$ cat src/hdl/trtl_pkg.sv
// Shared types and constants for the timestamped record table lookup block.
// No dependencies; used by every module of the block.
package trtl_pkg;

    localparam int OPW     = 2;
    localparam int TIMEW   = 31;
    localparam int HINTW   = 11;
    localparam int RECW    = 10;
    localparam int SIGNW   = 3;
    localparam int WORDW   = 32;
    localparam int STATW   = 3;
    localparam int FOUNDW  = 11;
    localparam int CFGW    = 4;
    localparam int S_DATAW = 88;
    localparam int M_DATAW = 48;

    typedef enum logic [OPW-1:0] {
        OP_APPEND_TIME   = 2'd0,
        OP_APPEND_SIGNAL = 2'd1,
        OP_LOCATE        = 2'd2,
        OP_READ          = 2'd3
    } op_t;

    localparam logic [STATW-1:0] STAT_OK    = 3'd0;
    localparam logic [STATW-1:0] STAT_FULL  = 3'd1;
    localparam logic [STATW-1:0] STAT_ORDER = 3'd2;
    localparam logic [STATW-1:0] STAT_RANGE = 3'd3;
    localparam logic [STATW-1:0] STAT_HINT  = 3'd4;

    typedef enum logic [2:0] {
        S_IDLE,
        S_HINT0,
        S_HINT1,
        S_HINT2,
        S_SEARCH,
        S_READ,
        S_DONE
    } eng_state_t;

    // Classified request as it travels from the front queue to the engine.
    typedef struct packed {
        op_t              op;
        logic [TIMEW-1:0] time_value;
        logic             hint_none;
        logic [RECW-1:0]  hint_idx;
        logic [RECW-1:0]  record_number;
        logic [SIGNW-1:0] signal_number;
        logic [WORDW-1:0] signal_word;
    } cmd_t;

endpackage

$ cat src/hdl/trtl_front.sv
// Front end: accepts requests, classifies them and holds them in a two-entry queue.
// Depends on trtl_pkg.
module trtl_front (
    input  logic                          aclk,
    input  logic                          aresetn,
    input  logic                          s_tvalid,
    output logic                          s_tready,
    input  logic [trtl_pkg::S_DATAW-1:0]  s_tdata,
    input  logic [trtl_pkg::OPW-1:0]      s_tuser,
    output logic                          q_valid,
    output trtl_pkg::cmd_t                q_cmd,
    input  logic                          q_pop
);

    trtl_pkg::cmd_t slot_reg [2];
    logic           wr_ptr_reg, wr_ptr_next;
    logic           rd_ptr_reg, rd_ptr_next;
    logic [1:0]     count_reg, count_next;
    trtl_pkg::cmd_t in_cmd;
    logic           push;
    logic           pop;

    // Unpack and classify the incoming request.
    always_comb begin
        in_cmd.op            = trtl_pkg::op_t'(s_tuser);
        in_cmd.time_value    = s_tdata[30:0];
        in_cmd.hint_none     = s_tdata[41];
        in_cmd.hint_idx      = s_tdata[40:31];
        in_cmd.record_number = s_tdata[51:42];
        in_cmd.signal_number = s_tdata[54:52];
        in_cmd.signal_word   = s_tdata[86:55];
    end

    assign s_tready = (count_reg != 2'd2);
    assign q_valid  = (count_reg != 2'd0);
    assign q_cmd    = slot_reg[rd_ptr_reg];
    assign push     = s_tvalid && s_tready;
    assign pop      = q_pop && q_valid;

    always_comb begin
        wr_ptr_next = push ? ~wr_ptr_reg : wr_ptr_reg;
        rd_ptr_next = pop ? ~rd_ptr_reg : rd_ptr_reg;
        count_next  = count_reg;
        if (push && !pop) begin
            count_next = count_reg + 2'd1;
        end else if (pop && !push) begin
            count_next = count_reg - 2'd1;
        end
    end

    always_ff @(posedge aclk) begin
        if (!aresetn) begin
            wr_ptr_reg <= 1'b0;
            rd_ptr_reg <= 1'b0;
            count_reg  <= 2'd0;
        end else begin
            wr_ptr_reg <= wr_ptr_next;
            rd_ptr_reg <= rd_ptr_next;
            count_reg  <= count_next;
        end
    end

    always_ff @(posedge aclk) begin
        if (push) begin
            slot_reg[wr_ptr_reg] <= in_cmd;
        end
    end

endmodule

$ cat config.mk
export PLATFORM = sky130hd
export DESIGN_NAME = trtl_front
export DESIGN_NICKNAME = d
export VERILOG_FILES = /design/src/hdl/trtl_pkg.sv /design/src/hdl/trtl_front.sv
export SDC_FILE = /design/constraint.sdc
export NUM_CORES = 1
export LEC_CHECK = 0
export BUFFER_PORTS_ARGS = -buffer_cell sky130_fd_sc_hd__buf_2
export CORE_MARGIN = 3
export CORE_UTILIZATION = 36
export DETAILED_ROUTE_END_ITERATION = 10
export GPL_TIMING_DRIVEN = 0
export HOLD_SLACK_MARGIN = 0.02
export PLACE_DENSITY_LB_ADDON = 0.12
export SKIP_LAST_GASP = 1
export SLEW_MARGIN = 20
export SYNTH_ARGS = -nofsm -noshare
export SYNTH_HDL_FRONTEND = slang
export SYNTH_SLANG_ARGS = --single-unit
$ cat constraint.sdc
create_clock -name aclk -period 2.9 [get_ports aclk]
set_input_delay 0.29 -clock aclk [delete_from_list [all_inputs] [get_ports aclk]]
set_output_delay 0.29 -clock aclk [all_outputs]
set_load 0.01 [all_outputs]
==> out/metrics.cfg, run 1 <==
[run_status]
run_status = complete, no violations

[clock_tree]
cts_post_setup_buffers_inserted = 0
post_cts_hold_buffer_count = 0
numClockSinks = 183
h_tree_levels = 4
ctsRootBufferMaster = sky130_fd_sc_hd__clkbuf_16
clockBufferDepth = 2
cts_tree = done
tritoncts.num_buffers = 17
insertion_delay_to_the_later_sink_of_the_worst_skew_pair_ns = 0.42
clk_pin_slew_worst_paths_ns = 0.07
cts_resized = 0

[finish]
final_core_util = 0.472
syn_to_final_growth_pct = 28.0
final_cell_mix = 190 x sky130_fd_sc_hd__buf_2, 178 x sky130_fd_sc_hd__edfxtp_1, 79 x sky130_fd_sc_hd__mux2_2, 17 x sky130_fd_sc_hd__clkbuf_16, 10 x sky130_fd_sc_hd__mux2_4
drive_above_1_share = 0.614
largest_register_ffs = 178
final_common_cell = sky130_fd_sc_hd__buf_2
fin_nets = 600

[floorplanning]
core-area_um2 = 18100
die_width_um = 142
initial_core_util = 0.369
die-area_um2 = 20300
row_count = 49
fp.dieH_um = 142
boundaryPins = 185

[routing]
drt_iter0_drc = 173
routed_wirelength_mm = 12.7
ant_nets = 0
dr_total_vias = 3438
remaining_drc_errors = 0
wl_per_cell_um = 16.9
drt-pass1-iter-count = 4
via_count_normalized_by_instance_count = 4.60

[sta]
slew_headroom = 0.562
maxClockFrequency_mhz = 498
finalHoldViolCount = 0
report.final.setup_viol = 0
layout_worst_path_cycle_share = 0.693
rsz_0062_raised_after_global_routing = false
worst_clock_skew_ns = 0.00947
slew_violations = 0
layout_min_cycle_time_ns = 2.01
tightestPinTransition_ns = 0.657

[global_route]
maximum_number_of_pins_on_one_net_before_global_route_repair = 49
grt_pass1_wl_mm = 19.3
grt_pass1_vias = 3814
grt_antenna_before_repair = 2
groute.usage.overall = 0.125
grt.overflow.total = 0

[logic_synthesis]
syn-instance-count = 301
synth-seq-cells = 183
synth.yosys.seq_area_share = 0.813
yosys_warnings = 0
syn_area_um2 = 6700
synthesis.nets = 396
synth_top_cell_area_share = 0.798
synth_cell_types = 21
synth_top_area_cell = sky130_fd_sc_hd__edfxtp_1
synth_top_cells_by_area = sky130_fd_sc_hd__edfxtp_1 80%, sky130_fd_sc_hd__mux2_2 13%, sky130_fd_sc_hd__mux2_4 2.2%, sky130_fd_sc_hd__dfxtp_1 1.5%, sky130_fd_sc_hd__buf_2 0.52%
synth.avg_cell_area_um2 = 22.2

[pwr]
power.ir.vdd_worst_mv = 0.438
power.internal_mw = 5.55
power.density_nw_per_um2 = 879
switching_share = 0.263
share_seq_of_total_power = 0.449
share_comb_of_total_power = 0.241
totalPowerFinal_mw = 7.53
power.net_switching_mw = 1.98
cellLeakagePower_nw = 3.21
power.share.clock = 0.310

[placed_design]
gp_congestion = 0.657
buffer_ports.inserted = 183
hpwl_mm = 8.44

[worst_setup_path]
worstSetupPathType = reg2out
r2r_start = count_reg[0]$_SDFFE_PN0P_
crit_required_ns = 2.61
r2r_end = slot_reg[1][82]$_DFFE_PP_
critPathCaptureType = output port
rrSetupSlack_ns = 0.96
cp.depth = 5
cp.buffers_inverters = 4
crit_path_start_kind = flip-flop
cp_top_family = buffers and inverters
critical-path-slowest-cell = sky130_fd_sc_hd__dfxtp_1
worst_setup_path_end = q_cmd[71]
crit_top_cell = sky130_fd_sc_hd__buf_6
worstPathMaxFanout = 10
crit_path_cell_trace = buf_6 > buf_6 > buf_6 > mux2_4 > buf_2
r2r.worst_path.cells = 3
cp_slowest_stage_delay_ns = 0.32
cp_data_arrival_time_ns = 1.72

[min_path]
hp-class = in2reg

[job]
drv.max_cap_violation_count = 0

==> synth_stat cells <==
| cell type | count |
|---|---|
| sky130_fd_sc_hd__a21boi_1 | 1 |
| sky130_fd_sc_hd__mux2_2 | 79 |
| sky130_fd_sc_hd__edfxtp_1 | 178 |
| sky130_fd_sc_hd__or3_1 | 1 |
| sky130_fd_sc_hd__and3_1 | 1 |
| sky130_fd_sc_hd__and2_1 | 4 |
| sky130_fd_sc_hd__xnor2_1 | 2 |
| sky130_fd_sc_hd__mux2_4 | 10 |
| sky130_fd_sc_hd__or2_2 | 1 |
| sky130_fd_sc_hd__xor2_1 | 1 |
| sky130_fd_sc_hd__a21bo_2 | 1 |
| sky130_fd_sc_hd__inv_1 | 1 |
| sky130_fd_sc_hd__ha_1 | 1 |
| sky130_fd_sc_hd__o21ai_0 | 1 |
| sky130_fd_sc_hd__nand3b_1 | 1 |
| sky130_fd_sc_hd__o21ai_1 | 1 |
| sky130_fd_sc_hd__nand2b_4 | 1 |
| sky130_fd_sc_hd__a21boi_0 | 1 |
| sky130_fd_sc_hd__buf_2 | 7 |
| sky130_fd_sc_hd__dfxtp_1 | 5 |
| sky130_fd_sc_hd__buf_6 | 3 |
==> worst min-delay path by stage <==
stage / start / end / cells past startpoint
finish: s_tdata[68] / slot_reg[1][13]$_DFFE_PP_ / 1
global route: s_tdata[50] / slot_reg[0][43]$_DFFE_PP_ / 1
CTS: s_tdata[10] / slot_reg[1][66]$_DFFE_PP_ / 1
detailed placement: s_tdata[36] / slot_reg[1][50]$_DFFE_PP_ / 1
global placement: s_tdata[36] / slot_reg[0][50]$_DFFE_PP_ / 1
floorplan: s_tdata[55] / slot_reg[0][0]$_DFFE_PP_ / 0
==> layout make-up <==
cell class	instances	area (um2)
diodes	1	2.50
plain buffers	10	68.8
clock buffers	19	433
clock inverters	13	169
fillers	1616	9580
inverters	1	8.76
multi-input cells	107	1180
flip-flops and latches	183	5450
well taps	229	287
repair buffers	185	971
==> per-layer routing <==
layer  wire length [um]  global-route usage
met1               5250               0.145
met2               6020               0.203
met3               1120              0.0521
met4                276              0.0545
met5                  7                   0
==> worst reg2reg max path: cells and delay by family, from the launching register on <==
family / cells / cell delay, ns
simple gates: 2 / 0.83
flops: 1 / 0.43
buf+inv: 1 / 0.32
==> power by group through the flow <==
stage | registers, mW | clock network (mW) | logic (mW)
2_1_floorplan | 3.44 | 0 | 1.15
6_report | 3.38 | 2.33 | 1.81
5_1_grt | 3.41 | 2.51 | 1.99
3_5_place_dp | 3.44 | 0 | 1.87
3_3_place_gp | 3.47 | 0 | 1.81
4_1_cts | 3.38 | 2.41 | 1.88
==> metrics by stage <==
step,setup slack [ns],cells,setup TNS (ns),instance area [um2],hold slack (ns)
4_1_cts,0.835,747,0,8570,0.0312
3_5_place_dp,0.919,715,0,7960,0.481
2_1_floorplan,0.0651,301,0,6700,0.389
6_report,0.890,748,0,8570,0.0549
5_1_grt,0.804,748,0,8570,0.0362
3_3_place_gp,-1.05,713,-93.32,7900,0.478
==> cells by family (layout without fill, tap and decap cells) <==
kind of cell	Yosys count	count (layout)	synth area share
flip-flops	183	183	0.813
multiplexers	89	89	0.155
buffers and inverters	11	228	0.0108
AND/OR/NAND/NOR	9	9	0.00972
AO/OA/AOI/OAI	5	5	0.00523
XOR/XNOR	3	3	0.00392
adder cells (fa/ha/maj)	1	1	0.00187
other	0	1	0
Note: power is estimated with default switching activity, not from simulation.
==> run 2, diff against run 1 <==
==> constraint.sdc (replaced) <==
create_clock -name aclk -period 1.95 [get_ports aclk]
set_input_delay 0.195 -clock aclk [delete_from_list [all_inputs] [get_ports aclk]]
set_output_delay 0.195 -clock aclk [all_outputs]
set_load 0.01 [all_outputs]
==> run 2 against run 1 <==
Against the previous run: global-route usage grew 0.45 points; critical endpoint is now q_cmd[61]; combinational power grew 59%; highest routed layer is now met4; sequential power grew 49%; power grew 48%; design area grew 10%; setup slack lost 0.82 ns.
==> out/metrics.cfg, run 2 (synthesized netlist as in run 1, its figures left out) <==
[finish]
fin_nets = 691
final_cell_count_no_fill = 838
final_core_util = 0.521
syn_to_final_growth_pct = 41.2
drive_above_1_share = 0.530
fin_area_um2 = 9450
largest_register_ffs = 178
final_common_cell = sky130_fd_sc_hd__buf_2
antenna-diode-count = 0
final_cell_mix = 190 x sky130_fd_sc_hd__buf_2, 178 x sky130_fd_sc_hd__edfxtp_1, 89 x sky130_fd_sc_hd__dlygate4sd3_1, 79 x sky130_fd_sc_hd__mux2_2, 17 x sky130_fd_sc_hd__clkbuf_16

[sta]
setup_slack_ns = 0.0698
slew_headroom = 0.791
tightestPinTransition_ns = 0.313
finalHoldViolCount = 0
finalSetupTns_ns = 0
maxClockFrequency_mhz = 532
layout_worst_path_cycle_share = 0.964
slew_violations = 0
fin_worst_hold_slack_ns = 0.0425
rsz_0062_raised_after_global_routing = true
report.final.setup_viol = 0
worst_clock_skew_ns = 0.0121
layout_min_cycle_time_ns = 1.88

[routing]
drt_iter0_drc = 139
ant_nets = 0
drt-pass1-iter-count = 6
routed_wirelength_mm = 13.2
dr_total_vias = 3766
remaining_drc_errors = 0
wl_per_cell_um = 15.8
via_count_normalized_by_instance_count = 4.49

[placed_design]
pre_cts_slack_ns = 0.169
numPlacedInstances = 718
hpwl_mm = 8.63
gp_congestion = 0.683
cell_area_after_placement_um2 = 8010
buffer_ports.inserted = 183

[worst_setup_path]
r2r_start = count_reg[0]$_SDFFE_PN0P_
worstPathMaxFanout = 10
r2r.worst_path.cells = 5
rrSetupSlack_ns = 0.19
crit_path_start_kind = flip-flop
critPathCaptureType = output port
cp_data_arrival_time_ns = 1.69
r2r_end = slot_reg[0][0]$_DFFE_PP_
worstSetupPathType = reg2out
crit_required_ns = 1.75

[min_path]
min-delay-start = aresetn
hold_path_depth = 2
hp-class = in2reg

[global_route]
groute.usage.overall = 0.129
grt_pass1_wl_mm = 20.3
grt_antenna_before_repair = 0
maximum_number_of_pins_on_one_net_before_global_route_repair = 41
grt.overflow.total = 0
grt_pass1_vias = 4070

[floorplanning]
initial_core_util = 0.369
row_count = 49
die-area_um2 = 20300
die_width_um = 142
boundaryPins = 185
core-area_um2 = 18100
fp.dieH_um = 142

[clock_tree]
tritoncts.num_buffers = 17
numClockSinks = 183
cts_post_setup_buffers_inserted = 0
h_tree_levels = 4
cts_tree = done
insertion_delay_to_the_later_sink_of_the_worst_skew_pair_ns = 0.42
ctsRootBufferMaster = sky130_fd_sc_hd__clkbuf_16
clockBufferDepth = 2
clk_pin_slew_worst_paths_ns = 0.07

[run_status]
run_status = complete, no violations

[job]
drv.max_cap_violation_count = 0

[pwr]
totalPowerFinal_mw = 11.1
power.ir.vdd_worst_mv = 0.634
power.density_nw_per_um2 = 1180
cellLeakagePower_nw = 3.58

==> run 2: repair_timing <==
| item | in CTS | in global routing |
|---|---|---|
| gates resized for setup | 0 | 0 |
| gates cloned | 0 | 0 |
| hold buffers | 89 | 0 |
| setup endpoints to repair | 4 | 56 |
| hold endpoints to repair | 178 | 0 |
==> run 2: final cells by class <==
class                   instances  area, um2
repair buffers                277       1910
well taps                     229        287
inverters                       1       7.51
flip-flops and latches        183       5450
clock buffers                  17        425
plain buffers                   9       57.6
clock inverters                15        140
fillers                      1512       8690
multi-input cells             107       1180
==> run 2: worst max-delay path, stage by stage, from the launching register on <==
cell and delay, ns:
sky130_fd_sc_hd__dfxtp_1 0.33, sky130_fd_sc_hd__buf_6 0.14, sky130_fd_sc_hd__buf_2 0.27, sky130_fd_sc_hd__mux2_2 0.38, sky130_fd_sc_hd__buf_2 0.15
==> run 2: how the worst max path moves through the flow <==
stage / to / slack (ns) / cells after the start
2_1_floorplan: slot_reg[0][0]$_DFFE_PP_ / -0.38 / 3
3_3_place_gp: slot_reg[0][73]$_DFFE_PP_ / -1.30 / 3
3_5_place_dp: slot_reg[0][73]$_DFFE_PP_ / 0.17 / 5
4_1_cts: q_cmd[35] / 0.01 / 4
5_1_grt: q_cmd[65] / -0.03 / 4
6_report: q_cmd[61] / 0.07 / 4
==> run 2: per-layer routing <==
| layer | GRT usage | part of all wire |
|---|---|---|
| met1 | 0.156 | 0.43 |
| met5 | 0 | 0 |
| met3 | 0.0430 | 0.057 |
| met2 | 0.218 | 0.50 |
| met4 | 0.0435 | 0.014 |
==> run 2: power by group <==
part | internal [mW] | leakage (nW) | switching [mW] | total, mW
combinational | 1.44 | 1.60 | 1.43 | 2.87
clock | 1.69 | 0.280 | 1.56 | 3.25
sequential | 4.90 | 1.70 | 0.120 | 5.02
